$ cat src/design/i2cmbw_pkg.sv
`default_nettype none

package i2cmbw_pkg;

    // Register map, index into the register list (byte address is 4 * index)
    localparam int unsigned REG_HALF_PERIOD = 0;
    localparam int unsigned REG_TIMEOUT     = 1;
    localparam int unsigned REG_ADDR_W      = 3;
    localparam int unsigned APB_DATA_W      = 32;

    localparam int unsigned HALF_W    = 16;
    localparam int unsigned TIMEOUT_W = 24;
    localparam int unsigned BYTE_W    = 8;
    localparam int unsigned BITCNT_W  = 4;

    localparam logic [HALF_W-1:0]    HALF_PERIOD_RST = 16'd200;
    localparam logic [TIMEOUT_W-1:0] TIMEOUT_RST     = 24'd7200000;

    localparam logic [BITCNT_W-1:0]  BITS_PER_BYTE   = 4'd8;

    // Command codes carried in the action field
    localparam logic [1:0] ACT_NONE  = 2'd0;
    localparam logic [1:0] ACT_START = 2'd1;
    localparam logic [1:0] ACT_WRITE = 2'd2;
    localparam logic [1:0] ACT_STOP  = 2'd3;

    localparam int unsigned S_DATA_W = 16;
    localparam int unsigned M_DATA_W = 16;

    typedef struct packed {
        logic [HALF_W-1:0]    half_period;
        logic [TIMEOUT_W-1:0] timeout_ticks;
    } cfg_t;

    typedef struct packed {
        logic [BYTE_W-1:0] ack_total;
        logic              timeout_flag;
        logic              ack_flag;
        logic              done_pulse;
        logic              busy_res;
        logic              sda_release;
        logic              scl_level;
    } res_t;

endpackage

`default_nettype wire

$ cat src/design/i2cmbw_regs.sv
`default_nettype none

module i2cmbw_regs
    import i2cmbw_pkg::*;
(
    input  wire logic                  aclk,
    input  wire logic                  aresetn,
    input  wire logic                  psel,
    input  wire logic                  penable,
    input  wire logic                  pwrite,
    input  wire logic [REG_ADDR_W-1:0] paddr,
    input  wire logic [APB_DATA_W-1:0] pwdata,
    output logic      [APB_DATA_W-1:0] prdata,
    output logic                       pready,
    output cfg_t                       cfg
);

    logic [HALF_W-1:0]    half_period_reg;
    logic [TIMEOUT_W-1:0] timeout_reg;
    logic                 wr_en;
    logic                 sel_timeout;

    assign pready      = 1'b1;
    assign wr_en       = psel && penable && pwrite;
    // Bits [1:0] of the address are ignored; bit 2 picks the register
    assign sel_timeout = (paddr[2] == REG_TIMEOUT[0]);

    always_ff @(posedge aclk) begin
        if (!aresetn) begin
            half_period_reg <= HALF_PERIOD_RST;
            timeout_reg     <= TIMEOUT_RST;
        end else if (wr_en) begin
            if (sel_timeout) begin
                timeout_reg <= pwdata[TIMEOUT_W-1:0];
            end else begin
                half_period_reg <= pwdata[HALF_W-1:0];
            end
        end
    end

    always_comb begin
        if (sel_timeout) begin
            prdata = {{(APB_DATA_W-TIMEOUT_W){1'b0}}, timeout_reg};
        end else begin
            prdata = {{(APB_DATA_W-HALF_W){1'b0}}, half_period_reg};
        end
    end

    assign cfg.half_period   = half_period_reg;
    assign cfg.timeout_ticks = timeout_reg;

endmodule

`default_nettype wire

$ cat src/design/i2cmbw_seq.sv
`default_nettype none

module i2cmbw_seq
    import i2cmbw_pkg::*;
(
    input  wire logic              aclk,
    input  wire logic              aresetn,
    input  wire logic              in_fire,
    input  wire logic [1:0]        action,
    input  wire logic [BYTE_W-1:0] data_byte,
    input  wire logic              sda_in,
    input  wire cfg_t              cfg,
    output res_t                   res
);

    typedef enum logic [3:0] {
        PH_IDLE, PH_S1, PH_S2, PH_WLOW, PH_WHIGH, PH_WACKDLY, PH_WPOLL, PH_P1, PH_P2
    } phase_t;

    phase_t                phase_reg, phase_next;
    logic [BITCNT_W-1:0]   bit_left_reg, bit_left_next, bit_dec;
    logic [BYTE_W-1:0]     shift_reg, shift_next;
    logic [HALF_W-1:0]     wait_reg, wait_next;
    logic [TIMEOUT_W-1:0]  ack_wait_reg, ack_wait_next, ack_wait_inc;
    logic                  scl_reg, scl_next;
    logic                  sda_reg, sda_next;
    logic                  ack_seen_reg, ack_seen_next;
    logic                  timed_out_reg, timed_out_next;
    logic [BYTE_W-1:0]     ack_cnt_reg, ack_cnt_next;
    logic                  wait_last;
    logic                  done;

    // Delay counter ends on the tick it reads one or zero
    assign wait_last    = (wait_reg <= HALF_W'(1));
    assign bit_dec      = (bit_left_reg == '0) ? '0 : bit_left_reg - BITCNT_W'(1);
    assign ack_wait_inc = ack_wait_reg + TIMEOUT_W'(1);

    always_comb begin
        phase_next     = phase_reg;
        bit_left_next  = bit_left_reg;
        shift_next     = shift_reg;
        wait_next      = wait_reg;
        ack_wait_next  = ack_wait_reg;
        scl_next       = scl_reg;
        sda_next       = sda_reg;
        ack_seen_next  = ack_seen_reg;
        timed_out_next = timed_out_reg;
        ack_cnt_next   = ack_cnt_reg;
        done           = 1'b0;
        if (in_fire) begin
            unique case (phase_reg)
                PH_IDLE: begin
                    unique case (action)
                        ACT_NONE: begin
                        end
                        ACT_START: begin
                            scl_next   = 1'b1;
                            sda_next   = 1'b1;
                            wait_next  = cfg.half_period;
                            phase_next = PH_S1;
                        end
                        ACT_WRITE: begin
                            shift_next    = data_byte;
                            bit_left_next = BITS_PER_BYTE;
                            scl_next      = 1'b0;
                            wait_next     = cfg.half_period;
                            phase_next    = PH_WLOW;
                        end
                        ACT_STOP: begin
                            sda_next   = 1'b0;
                            scl_next   = 1'b0;
                            phase_next = PH_P1;
                        end
                        default: begin
                        end
                    endcase
                end
                PH_S1: begin
                    wait_next = wait_last ? '0 : wait_reg - HALF_W'(1);
                    if (wait_last) begin
                        sda_next   = 1'b0;
                        wait_next  = cfg.half_period;
                        phase_next = PH_S2;
                    end
                end
                PH_S2: begin
                    wait_next = wait_last ? '0 : wait_reg - HALF_W'(1);
                    if (wait_last) begin
                        scl_next   = 1'b0;
                        phase_next = PH_IDLE;
                        done       = 1'b1;
                    end
                end
                PH_WLOW: begin
                    wait_next = wait_last ? '0 : wait_reg - HALF_W'(1);
                    if (wait_last) begin
                        sda_next   = shift_reg[BYTE_W-1];
                        shift_next = {shift_reg[BYTE_W-2:0], 1'b0};
                        scl_next   = 1'b1;
                        wait_next  = cfg.half_period;
                        phase_next = PH_WHIGH;
                    end
                end
                PH_WHIGH: begin
                    wait_next = wait_last ? '0 : wait_reg - HALF_W'(1);
                    if (wait_last) begin
                        scl_next      = 1'b0;
                        bit_left_next = bit_dec;
                        wait_next     = cfg.half_period;
                        if (bit_dec != '0) begin
                            phase_next = PH_WLOW;
                        end else begin
                            // release SDA and raise SCL for the acknowledge slot
                            sda_next   = 1'b1;
                            scl_next   = 1'b1;
                            phase_next = PH_WACKDLY;
                        end
                    end
                end
                PH_WACKDLY: begin
                    wait_next = wait_last ? '0 : wait_reg - HALF_W'(1);
                    if (wait_last) begin
                        ack_wait_next = '0;
                        phase_next    = PH_WPOLL;
                    end
                end
                PH_WPOLL: begin
                    if (!sda_in) begin
                        ack_seen_next = 1'b1;
                        ack_cnt_next  = ack_cnt_reg + BYTE_W'(1);
                        scl_next      = 1'b0;
                        phase_next    = PH_IDLE;
                        done          = 1'b1;
                    end else begin
                        ack_wait_next = ack_wait_inc;
                        if (ack_wait_inc >= cfg.timeout_ticks) begin
                            timed_out_next = 1'b1;
                            scl_next       = 1'b0;
                            phase_next     = PH_IDLE;
                            done           = 1'b1;
                        end
                    end
                end
                PH_P1: begin
                    scl_next   = 1'b1;
                    wait_next  = cfg.half_period;
                    phase_next = PH_P2;
                end
                PH_P2: begin
                    wait_next = wait_last ? '0 : wait_reg - HALF_W'(1);
                    if (wait_last) begin
                        sda_next   = 1'b1;
                        phase_next = PH_IDLE;
                        done       = 1'b1;
                    end
                end
                default: begin
                    phase_next = PH_IDLE;
                end
            endcase
        end
    end

    always_ff @(posedge aclk) begin
        if (!aresetn) begin
            phase_reg     <= PH_IDLE;
            bit_left_reg  <= '0;
            shift_reg     <= '0;
            wait_reg      <= '0;
            ack_wait_reg  <= '0;
            scl_reg       <= 1'b1;
            sda_reg       <= 1'b1;
            ack_seen_reg  <= 1'b0;
            timed_out_reg <= 1'b0;
            ack_cnt_reg   <= '0;
        end else begin
            phase_reg     <= phase_next;
            bit_left_reg  <= bit_left_next;
            shift_reg     <= shift_next;
            wait_reg      <= wait_next;
            ack_wait_reg  <= ack_wait_next;
            scl_reg       <= scl_next;
            sda_reg       <= sda_next;
            ack_seen_reg  <= ack_seen_next;
            timed_out_reg <= timed_out_next;
            ack_cnt_reg   <= ack_cnt_next;
        end
    end

    assign res.scl_level    = scl_next;
    assign res.sda_release  = sda_next;
    assign res.busy_res     = (phase_next != PH_IDLE);
    assign res.done_pulse   = done;
    assign res.ack_flag     = ack_seen_next;
    assign res.timeout_flag = timed_out_next;
    assign res.ack_total    = ack_cnt_next;

`ifndef ASSERT_OFF
    a_done_to_idle: assert property (@(posedge aclk) disable iff (!aresetn)
        in_fire && done |=> phase_reg == PH_IDLE)
        else $error("command finished but sequencer left idle");

    a_hold_without_beat: assert property (@(posedge aclk) disable iff (!aresetn)
        !in_fire |=> $stable(phase_reg) && $stable(wait_reg) && $stable(ack_cnt_reg))
        else $error("sequencer moved without an input beat");

    a_flags_sticky: assert property (@(posedge aclk) disable iff (!aresetn)
        timed_out_reg && ack_seen_reg |=> timed_out_reg && ack_seen_reg)
        else $error("sticky flag cleared");
`endif

endmodule

`default_nettype wire

$ cat src/design/i2cmbw_outbuf.sv
`default_nettype none

module i2cmbw_outbuf
    import i2cmbw_pkg::*;
(
    input  wire logic aclk,
    input  wire logic aresetn,
    input  wire logic in_fire,
    input  wire res_t res,
    output logic      in_ready,
    output logic      m_valid,
    input  wire logic m_ready,
    output res_t      m_res
);

    res_t out_reg;
    res_t skid_reg;
    logic out_valid_reg;
    logic skid_valid_reg;
    logic out_free;

    assign out_free = !out_valid_reg || m_ready;
    assign in_ready = !skid_valid_reg;
    assign m_valid  = out_valid_reg;
    assign m_res    = out_reg;

    always_ff @(posedge aclk) begin
        if (!aresetn) begin
            out_valid_reg  <= 1'b0;
            skid_valid_reg <= 1'b0;
        end else if (skid_valid_reg) begin
            if (out_free) begin
                out_valid_reg  <= 1'b1;
                skid_valid_reg <= 1'b0;
            end
        end else if (in_fire) begin
            if (out_free) begin
                out_valid_reg <= 1'b1;
            end else begin
                skid_valid_reg <= 1'b1;
            end
        end else if (out_free) begin
            out_valid_reg <= 1'b0;
        end
    end

    always_ff @(posedge aclk) begin
        if (skid_valid_reg) begin
            if (out_free) begin
                out_reg <= skid_reg;
            end
        end else if (in_fire) begin
            if (out_free) begin
                out_reg <= res;
            end else begin
                skid_reg <= res;
            end
        end
    end

`ifndef ASSERT_OFF
    a_skid_behind_out: assert property (@(posedge aclk) disable iff (!aresetn)
        skid_valid_reg |-> out_valid_reg)
        else $error("skid holds a beat while output stage is empty");

    a_skid_drains: assert property (@(posedge aclk) disable iff (!aresetn)
        skid_valid_reg && m_ready |=> !skid_valid_reg && out_valid_reg)
        else $error("skid beat not moved to output stage");
`endif

endmodule

`default_nettype wire

$ cat src/design/i2c_master_byte_writer_unit.sv
`default_nettype none

// Channel   Dir  Ports                  Beat content (low bit first)
// s_axis    in   s_tvalid/tready/tdata  action[1:0], data_byte[9:2], sda_in[10]
// m_axis    out  m_tvalid/tready/tdata  scl_level, sda_release, busy_res,
//                                       done_pulse, ack_flag, timeout_flag,
//                                       ack_total[13:6]
// apb       in   psel..prdata           half_period @0x0, timeout_ticks @0x4
//
// Each input beat is one tick of the bus sequencer and yields one result beat,
// registered in the output stage; a beat is taken every cycle s_tready is high.
// The sequencer state registers feed a single output register plus a one-beat
// skid stage, so s_tready stays high while one result waits on m_tready.
// s_tready drops only once both the output and skid stages hold a beat.
// aresetn is synchronous, active low: lines released high, flags and ack
// count cleared, registers back to half_period 200 and timeout 7200000.
module i2c_master_byte_writer_unit
    import i2cmbw_pkg::*;
(
    input  wire logic                  aclk,
    input  wire logic                  aresetn,
    // APB configuration port
    input  wire logic                  psel,
    input  wire logic                  penable,
    input  wire logic                  pwrite,
    input  wire logic [REG_ADDR_W-1:0] paddr,
    input  wire logic [APB_DATA_W-1:0] pwdata,
    output logic      [APB_DATA_W-1:0] prdata,
    output logic                       pready,
    // input stream
    input  wire logic                  s_tvalid,
    output logic                       s_tready,
    // [1:0] action, [9:2] data_byte, [10] sda_in, [15:11] zero
    input  wire logic [S_DATA_W-1:0]   s_tdata,
    // result stream
    output logic                       m_tvalid,
    input  wire logic                  m_tready,
    // [0] scl_level, [1] sda_release, [2] busy_res, [3] done_pulse,
    // [4] ack_flag, [5] timeout_flag, [13:6] ack_total, [15:14] zero
    output logic      [M_DATA_W-1:0]   m_tdata
);

    cfg_t cfg;
    res_t res;
    res_t m_res;
    logic in_fire;

    // Take a beat whenever the skid stage has room
    assign in_fire = s_tvalid && s_tready;

    i2cmbw_regs u_regs (
        .aclk    (aclk),
        .aresetn (aresetn),
        .psel    (psel),
        .penable (penable),
        .pwrite  (pwrite),
        .paddr   (paddr),
        .pwdata  (pwdata),
        .prdata  (prdata),
        .pready  (pready),
        .cfg     (cfg)
    );

    i2cmbw_seq u_seq (
        .aclk      (aclk),
        .aresetn   (aresetn),
        .in_fire   (in_fire),
        .action    (s_tdata[1:0]),
        .data_byte (s_tdata[9:2]),
        .sda_in    (s_tdata[10]),
        .cfg       (cfg),
        .res       (res)
    );

    i2cmbw_outbuf u_outbuf (
        .aclk     (aclk),
        .aresetn  (aresetn),
        .in_fire  (in_fire),
        .res      (res),
        .in_ready (s_tready),
        .m_valid  (m_tvalid),
        .m_ready  (m_tready),
        .m_res    (m_res)
    );

    // Pack result fields, first field in the low bits, pad to whole bytes
    assign m_tdata = {2'b00, m_res.ack_total, m_res.timeout_flag, m_res.ack_flag,
                      m_res.done_pulse, m_res.busy_res, m_res.sda_release,
                      m_res.scl_level};

endmodule

`default_nettype wire

$ cat config.mk
export PLATFORM = sky130hd
export DESIGN_NAME = i2c_master_byte_writer_unit
export DESIGN_NICKNAME = d
export VERILOG_FILES = /design/src/design/i2cmbw_pkg.sv /design/src/design/i2cmbw_regs.sv /design/src/design/i2cmbw_seq.sv /design/src/design/i2cmbw_outbuf.sv /design/src/design/i2c_master_byte_writer_unit.sv
export SDC_FILE = /design/constraint.sdc
export NUM_CORES = 1
export LEC_CHECK = 0
export BUFFER_PORTS_ARGS = -buffer_cell sky130_fd_sc_hd__buf_2
export CAP_MARGIN = 20
export CORE_AREA = 5 5 115 128
export CTS_CLUSTER_DIAMETER = 60
export DETAILED_ROUTE_END_ITERATION = 8
export DIE_AREA = 0 0 120 133
export HOLD_SLACK_MARGIN = 0.03
export PLACE_DENSITY = 0.79
export SETUP_SLACK_MARGIN = 0.02
export SLEW_MARGIN = 20
export SYNTH_ARGS = -nofsm -noshare
export SYNTH_HDL_FRONTEND = slang
export SYNTH_SLANG_ARGS = --single-unit
$ cat constraint.sdc
create_clock -name aclk -period 4.4 [get_ports aclk]
set_clock_uncertainty 0.1 [all_clocks]
set_input_delay 0.66 -clock aclk [delete_from_list [all_inputs] [get_ports aclk]]
set_output_delay 0.66 -clock aclk [all_outputs]
set_load 0.005 [all_outputs]
# ---- After elaboration in Yosys (flattened, before gate mapping)
# Index checks and enable logic that the tools add are counted.
dict set report word_totals {
  output_inout_bits 51
  in_bits 58
  ff_bits 138
  word_cells 151
}
dict set report classes {
  mux 68
  eq_ne 17
  bitwise 3
  reduce_logical 29
  order_cmp 2
  n_addsub 4
}
# operator n
set op_table {}
lappend op_table {{24-bit 2-to-1 mux} 3}
lappend op_table {{16-bit one-hot mux with 4 select lines} 1}
lappend op_table {{14-bit 2-to-1 mux} 4}
lappend op_table {{16-bit 2-to-1 mux} 3}
lappend op_table {{24-bit one-hot mux with 2 select lines} 1}
lappend op_table {{4-bit 2-to-1 mux} 11}
lappend op_table {{8-bit 2-to-1 mux} 5}
lappend op_table {{4-bit one-hot mux with 8 select lines} 1}
lappend op_table {{1-bit 2-to-1 mux} 30}
lappend op_table {{24-bit by 1-bit adder with 24-bit output, second input constant} 1}
lappend op_table {{24-bit greater-or-equal comparator} 1}
lappend op_table {{4-bit by 3-bit equality test with 1-bit output, second input constant} 4}
lappend op_table {{16-bit by 1-bit less-or-equal comparator with 1-bit output, second input constant} 1}
lappend op_table {{8-bit one-hot mux with 2 select lines} 1}
lappend op_table {{16-bit by 1-bit subtractor with 16-bit output, second input constant} 1}
lappend op_table {{4-bit one-hot mux with 3 select lines} 1}
lappend op_table {{4-bit AND reduction} 3}
lappend op_table {{4-bit nonzero test} 3}
lappend op_table {{8-bit by 1-bit adder with 8-bit output, second input constant} 1}
lappend op_table {{4-bit by 2-bit equality test with 1-bit output, second input constant} 2}
lappend op_table {{4-bit zero test} 2}
lappend op_table {{4-bit one-hot mux with 2 select lines} 1}
lappend op_table {{2-bit nonzero test} 4}
lappend op_table {{2-bit by 1-bit != test with 1-bit output, second input constant} 3}
lappend op_table {{19 further kinds} 35}

# ---- Logic depth before layout (Yosys ltp)
dict set report logic_depth {
  ltp_word 11
  mapped_depth 15
  mapped_depth_nobuf 14
}

# ---- Hierarchy
# Synthesis repeated with hierarchy kept, for this count alone.
dict set report hier_totals {
  hier_cells 877
  area_unflattened_um2 7930.1
}
# module instances area_each_um2 cells_per_inst seq_area_each_um2
set by_module_without_submodules {}
lappend by_module_without_submodules {i2cmbw_seq 1 4785.8 614 1361.3}
lappend by_module_without_submodules {i2cmbw_regs 1 1975.6 206 800.8}
lappend by_module_without_submodules {i2cmbw_outbuf 1 1143.6 53 880.8}
lappend by_module_without_submodules {i2c_master_byte_writer_unit 1 25.0 4 0.0}

# ---- Worst setup path before layout
# Ideal clock, no wire load.
dict set report synth_timing {
  path_type {reg-to-reg}
  start {reg u_seq.ack_wait_reg[0]}
  end {reg u_outbuf.out_reg, in the netlist u_outbuf.m_res[2] (data pin)}
  synth_period_minus_slack_ps 3959
  setup_time_ps 279
  arrival_time_ps 3580
  t_required_ps 4021
  stages_incl_launch_ff 15
  n_path_buf 1
  path_slack_ps 441
  cell_sequence {dfxtp_1 -> ha_1 -> nand3_1 -> nor4b_2 -> and3_1 -> clkbuf_1 -> nand3_1 -> xnor2_1 -> ha_1 -> nand4_1 -> nor4_1 -> o311a_1 -> and4b_1 -> o21ai_0 -> a41oi_2}
}
dict set report synth_via {
  elab_chain_cells 10
}
# element line
set synth_rtl {}
lappend synth_rtl {{start, declared} i2cmbw_seq.sv:24} ;# logic [TIMEOUT_W-1:0] ack_wait_reg, ack_wait_next, ack_wait_inc;
lappend synth_rtl {{start signal, assigned} i2cmbw_seq.sv:181} ;# ack_wait_reg <= ack_wait_next;
lappend synth_rtl {{24-bit by 1-bit adder with 24-bit output} i2cmbw_seq.sv:36} ;# assign ack_wait_inc = ack_wait_reg + TIMEOUT_W'(1);
lappend synth_rtl {{24-bit greater-or-equal comparator} i2cmbw_seq.sv:136} ;# if (ack_wait_inc >= cfg.timeout_ticks) begin
lappend synth_rtl {{4-bit 2-to-1 mux} i2cmbw_seq.sv:136}
lappend synth_rtl {{4-bit 2-to-1 mux} i2cmbw_seq.sv:128} ;# if (!sda_in) begin
lappend synth_rtl {{4-bit one-hot mux with 8 select lines} i2cmbw_seq.sv:51} ;# unique case (phase_reg)
lappend synth_rtl {{4-bit 2-to-1 mux} i2cmbw_seq.sv:50} ;# if (in_fire) begin
lappend synth_rtl {{4-bit nonzero test} i2cmbw_seq.sv:192} ;# assign res.busy_res = (phase_next != PH_IDLE);
lappend synth_rtl {{14-bit 2-to-1 mux} i2cmbw_outbuf.sv:53} ;# if (out_free) begin
lappend synth_rtl {{14-bit 2-to-1 mux} i2cmbw_outbuf.sv:52} ;# end else if (in_fire) begin
lappend synth_rtl {{14-bit 2-to-1 mux} i2cmbw_outbuf.sv:48} ;# if (skid_valid_reg) begin
lappend synth_rtl {{end signal, assigned} i2cmbw_outbuf.sv:50} ;# out_reg <= skid_reg;
lappend synth_rtl {{end signal, assigned} i2cmbw_outbuf.sv:54} ;# out_reg <= res;
lappend synth_rtl {{end, declared} i2cmbw_outbuf.sv:16} ;# res_t out_reg;
# No other way between the ends. The select of a mux whose other input is x is not followed.
# A chain may end at the register's enable or synchronous reset.

==> flow_summary_export.csv <==
group,metric,value,unit
routing,drtIter0Drc,474,
sta,min_period,3.95,ns
sta,drv_slew,0,
sta,post-route-period-util,0.897,
synthesis,synth-edff-count,28,
setup_path,required,4.45,ns
setup_path,cp_max_fo,6,
status,status,"finished, final reports clean",
job,maxCapViolations,0,
synthesis,synth_cells,874,
routing,antenna_left,0,
global_route,grt_overflow,0,
die,rows,45,
die,initial_core_util,0.556,
cells_and_area,final_nets,1025,
setup_path,startpoint,"u_seq.ack_wait_reg[0]",
sta,rsz0062_at_grt,"false",
synthesis,ys_ff_latch,138,
pwr,p_seq_frac,0.410,
synthesis,synth_ff_type,"dfxtp_1",
synthesis,synthTopCellsByArea,"dfxtp_1 (29%), edfxtp_1 (11%), nand2_1 (5.5%)",
die,core-area,13500,sq um
die,floorplan.die_area,16000,sq um
sta,tightest_slew,1.03,ns
pwr,p_leak,3.49,nW
sta,finalSetupTns,0,ns
pwr,combPwrFrac,0.143,
setup_path,worstSetupEndpointType,"register",
setup_path,timing.rr.start,"u_seq.ack_wait_reg[0]",
setup_path,regToRegSetupSlack,0.45,ns
routing,wirelength,17.9,mm
clocking,tritoncts,"done",
die,dieWidth,120,um
clocking,htree_levels,4,
die,ios,109,
synthesis,yosysTopAreaCell,"dfxtp_1",
placed_design,gp_congestion,0.874,
global_route,grt_pass1_vias,6105,
die,die_h,133,um
clocking,ctsHoldBuffers,0,
cells_and_area,synthToLayoutAreaGrowth,14.5,%
synthesis,synth_area,7480,sq um
cells_and_area,final_util,0.637,
global_route,track_usage,0.226,
synthesis,ys_types,74,
synthesis,yosysSeqAreaShare,0.407,
sta,max_freq,0.253,GHz
setup_path,start_kind,"register",
pwr,peakVddDrop,0.325,mV
clocking,cts_buffers,17,
routing,wire_per_inst,16.1,um
pwr,pwr-share-clk,0.447,
clocking,cts_buffer_depth,2,
setup_path,critPathArrivalTime,4.00,ns
worst_hold_path,worstHoldPathType,"reg2reg",
routing,vias,6486,
sta,hold_viol,0,
placed_design,dp.final_hpwl,12.3,mm
synthesis,async_flop_share,0,
pwr,p_total,3.37,mW
pwr,netSwitchingFraction,0.266,
sta,finalSetupViolCount,0,
cells_and_area,drive_above_1_share,0.185,
global_route,grt_pass1_wl,29.3,mm
synthesis,ys.warnings.count,0,
clocking,clkSinkCount,138,
pwr,p_switching,898,uW
clocking,clock_latency,0.42,ns
setup_path,timing.rr.end,"u_outbuf.skid_reg[2]",
routing,via_per_inst,5.83,
global_route,grt_antenna_before_repair,0,
global_route,grt_max_degree,55,
sta,slew_headroom,0.316,
routing,drtPass1Iterations,6,
pwr,p_per_area,394,nW/um^2
setup_path,cp-endpoint,"u_outbuf.skid_reg[2]",
sta,fin_hold_ws,0.357,ns
placed_design,place.port_buffers,82,
pwr,p_int,2.48,mW
setup_path,worst-setup-path-type,"reg2reg",
synthesis,synth_top_area_frac,0.294,
cells_and_area,finalNonFillerCells,1113,
setup_path,ff2ff_path_depth,13,
synthesis,avgSynthCellArea,8.56,sq um
clocking,cts-root-buf,"clkbuf_16",
placed_design,dp_cells,1080,
routing,drc_errors,0,
worst_hold_path,min-delay-start,"u_regs.timeout_reg[23]",
clocking,clkTransAtPathRegs,0.06,ns
-- cells in the final DEF, fill, tap and decap left out, types with 14 or more instances in the layout --
cell type / netlist / layout
a21oi_1: 72 / 72
buf_2: 2 / 82
buf_4: 11 / 14
clkbuf_16: 0 / 17
dfxtp_1: 110 / 110
edfxtp_1: 28 / 28
ha_1: 32 / 32
inv_1: 37 / 37
mux2_2: 29 / 29
nand2_1: 109 / 109
nand3_1: 23 / 23
nor2_1: 92 / 91
nor3_1: 18 / 18
o211ai_1: 15 / 15
o21ai_0: 42 / 41
xnor2_1: 19 / 19
xor2_1: 14 / 14
-- how the worst min path moves through the flow --
stage                     slack (ns)                endpoint  depth (start not counted)
after floorplan                 0.34  u_regs.timeout_reg[17]                          2
after CTS                       0.35  u_regs.timeout_reg[19]                          3
after global placement          0.34  u_regs.timeout_reg[20]                          2
after global routing            0.36  u_regs.timeout_reg[16]                          3
after detailed placement        0.35  u_regs.timeout_reg[23]                          2
final                           0.36  u_regs.timeout_reg[23]                          2
-- cells by family after synthesis --
group	synth area share
and+or+nand+nor	0.213
AOI/OAI and AO/OA	0.171
DFF	0.407
buffers and inverters	0.0615
muxes	0.0557
xor gates and xnor gates	0.0386
adders and majority gates	0.0535
other	0.00100
-- cells in the mapped netlist (all sizes together), types with 14 or more instances --
cell / instances
dfxtp: 110
nand3: 23
xnor2: 19
clkbuf: 41
buf: 22
a21oi: 72
inv: 37
o21ai: 45
nor3: 19
o211ai: 15
edfxtp: 28
xor2: 14
mux2: 29
nor2: 92
nand2: 110
ha: 32
-- repair_timing --
action / CTS / global route
gates resized for setup: 0 / 3
endpoints found under the setup margin: 0 / 5
setup buffers: 0 / 0
-- power groups by stage --
stage	Clock [mW]	Sequential, mW	Combinational [mW]
floorplan	0	1.40	0.379
global placement	0	1.41	0.466
detailed placement	0	1.41	0.471
CTS	1.52	1.38	0.477
global route	1.57	1.39	0.538
finish	1.51	1.38	0.481
-- cell type report --
type                    instances  area (sq um)
fillers                      1123          4890
flip-flops and latches        138          3040
diodes                          1          2.50
clock buffers                  18           429
well taps                     164           205
inverters                      40           150
multi-input cells             642          4030
clock inverters                14           193
repair buffers                 96           515
-- metrics by stage --
step	area, sq um	setup slack (ns)
2_1_floorplan	7520	0.441
4_1_cts	8550	0.205
3_3_place_gp	7930	0.316
5_1_grt	8560	0.0621
3_5_place_dp	7930	0.272
6_report	8570	0.453
-- metal layers --
layer  GRT usage  vias up  wire length, um
met5           0        -                0
met4      0.0802        0              376
met3      0.0449       30             1070
met2       0.371      204             8370
met1       0.296     3053             8070
li1            -     3199                -
-- critical path: stages (launching register included) --
cell,delay [ns]
dfxtp_1,0.42
ha_1,0.26
nand3_1,0.15
nor4b_2,0.37
and3_1,0.34
nand3_1,0.15
xnor2_1,0.16
ha_1,0.28
nand4_1,0.14
nor4_2,0.42
o311a_1,0.28
and4b_1,0.24
o21ai_1,0.25
nand4b_1,0.13
No activity file was read; power rests on OpenSTA's default activity.
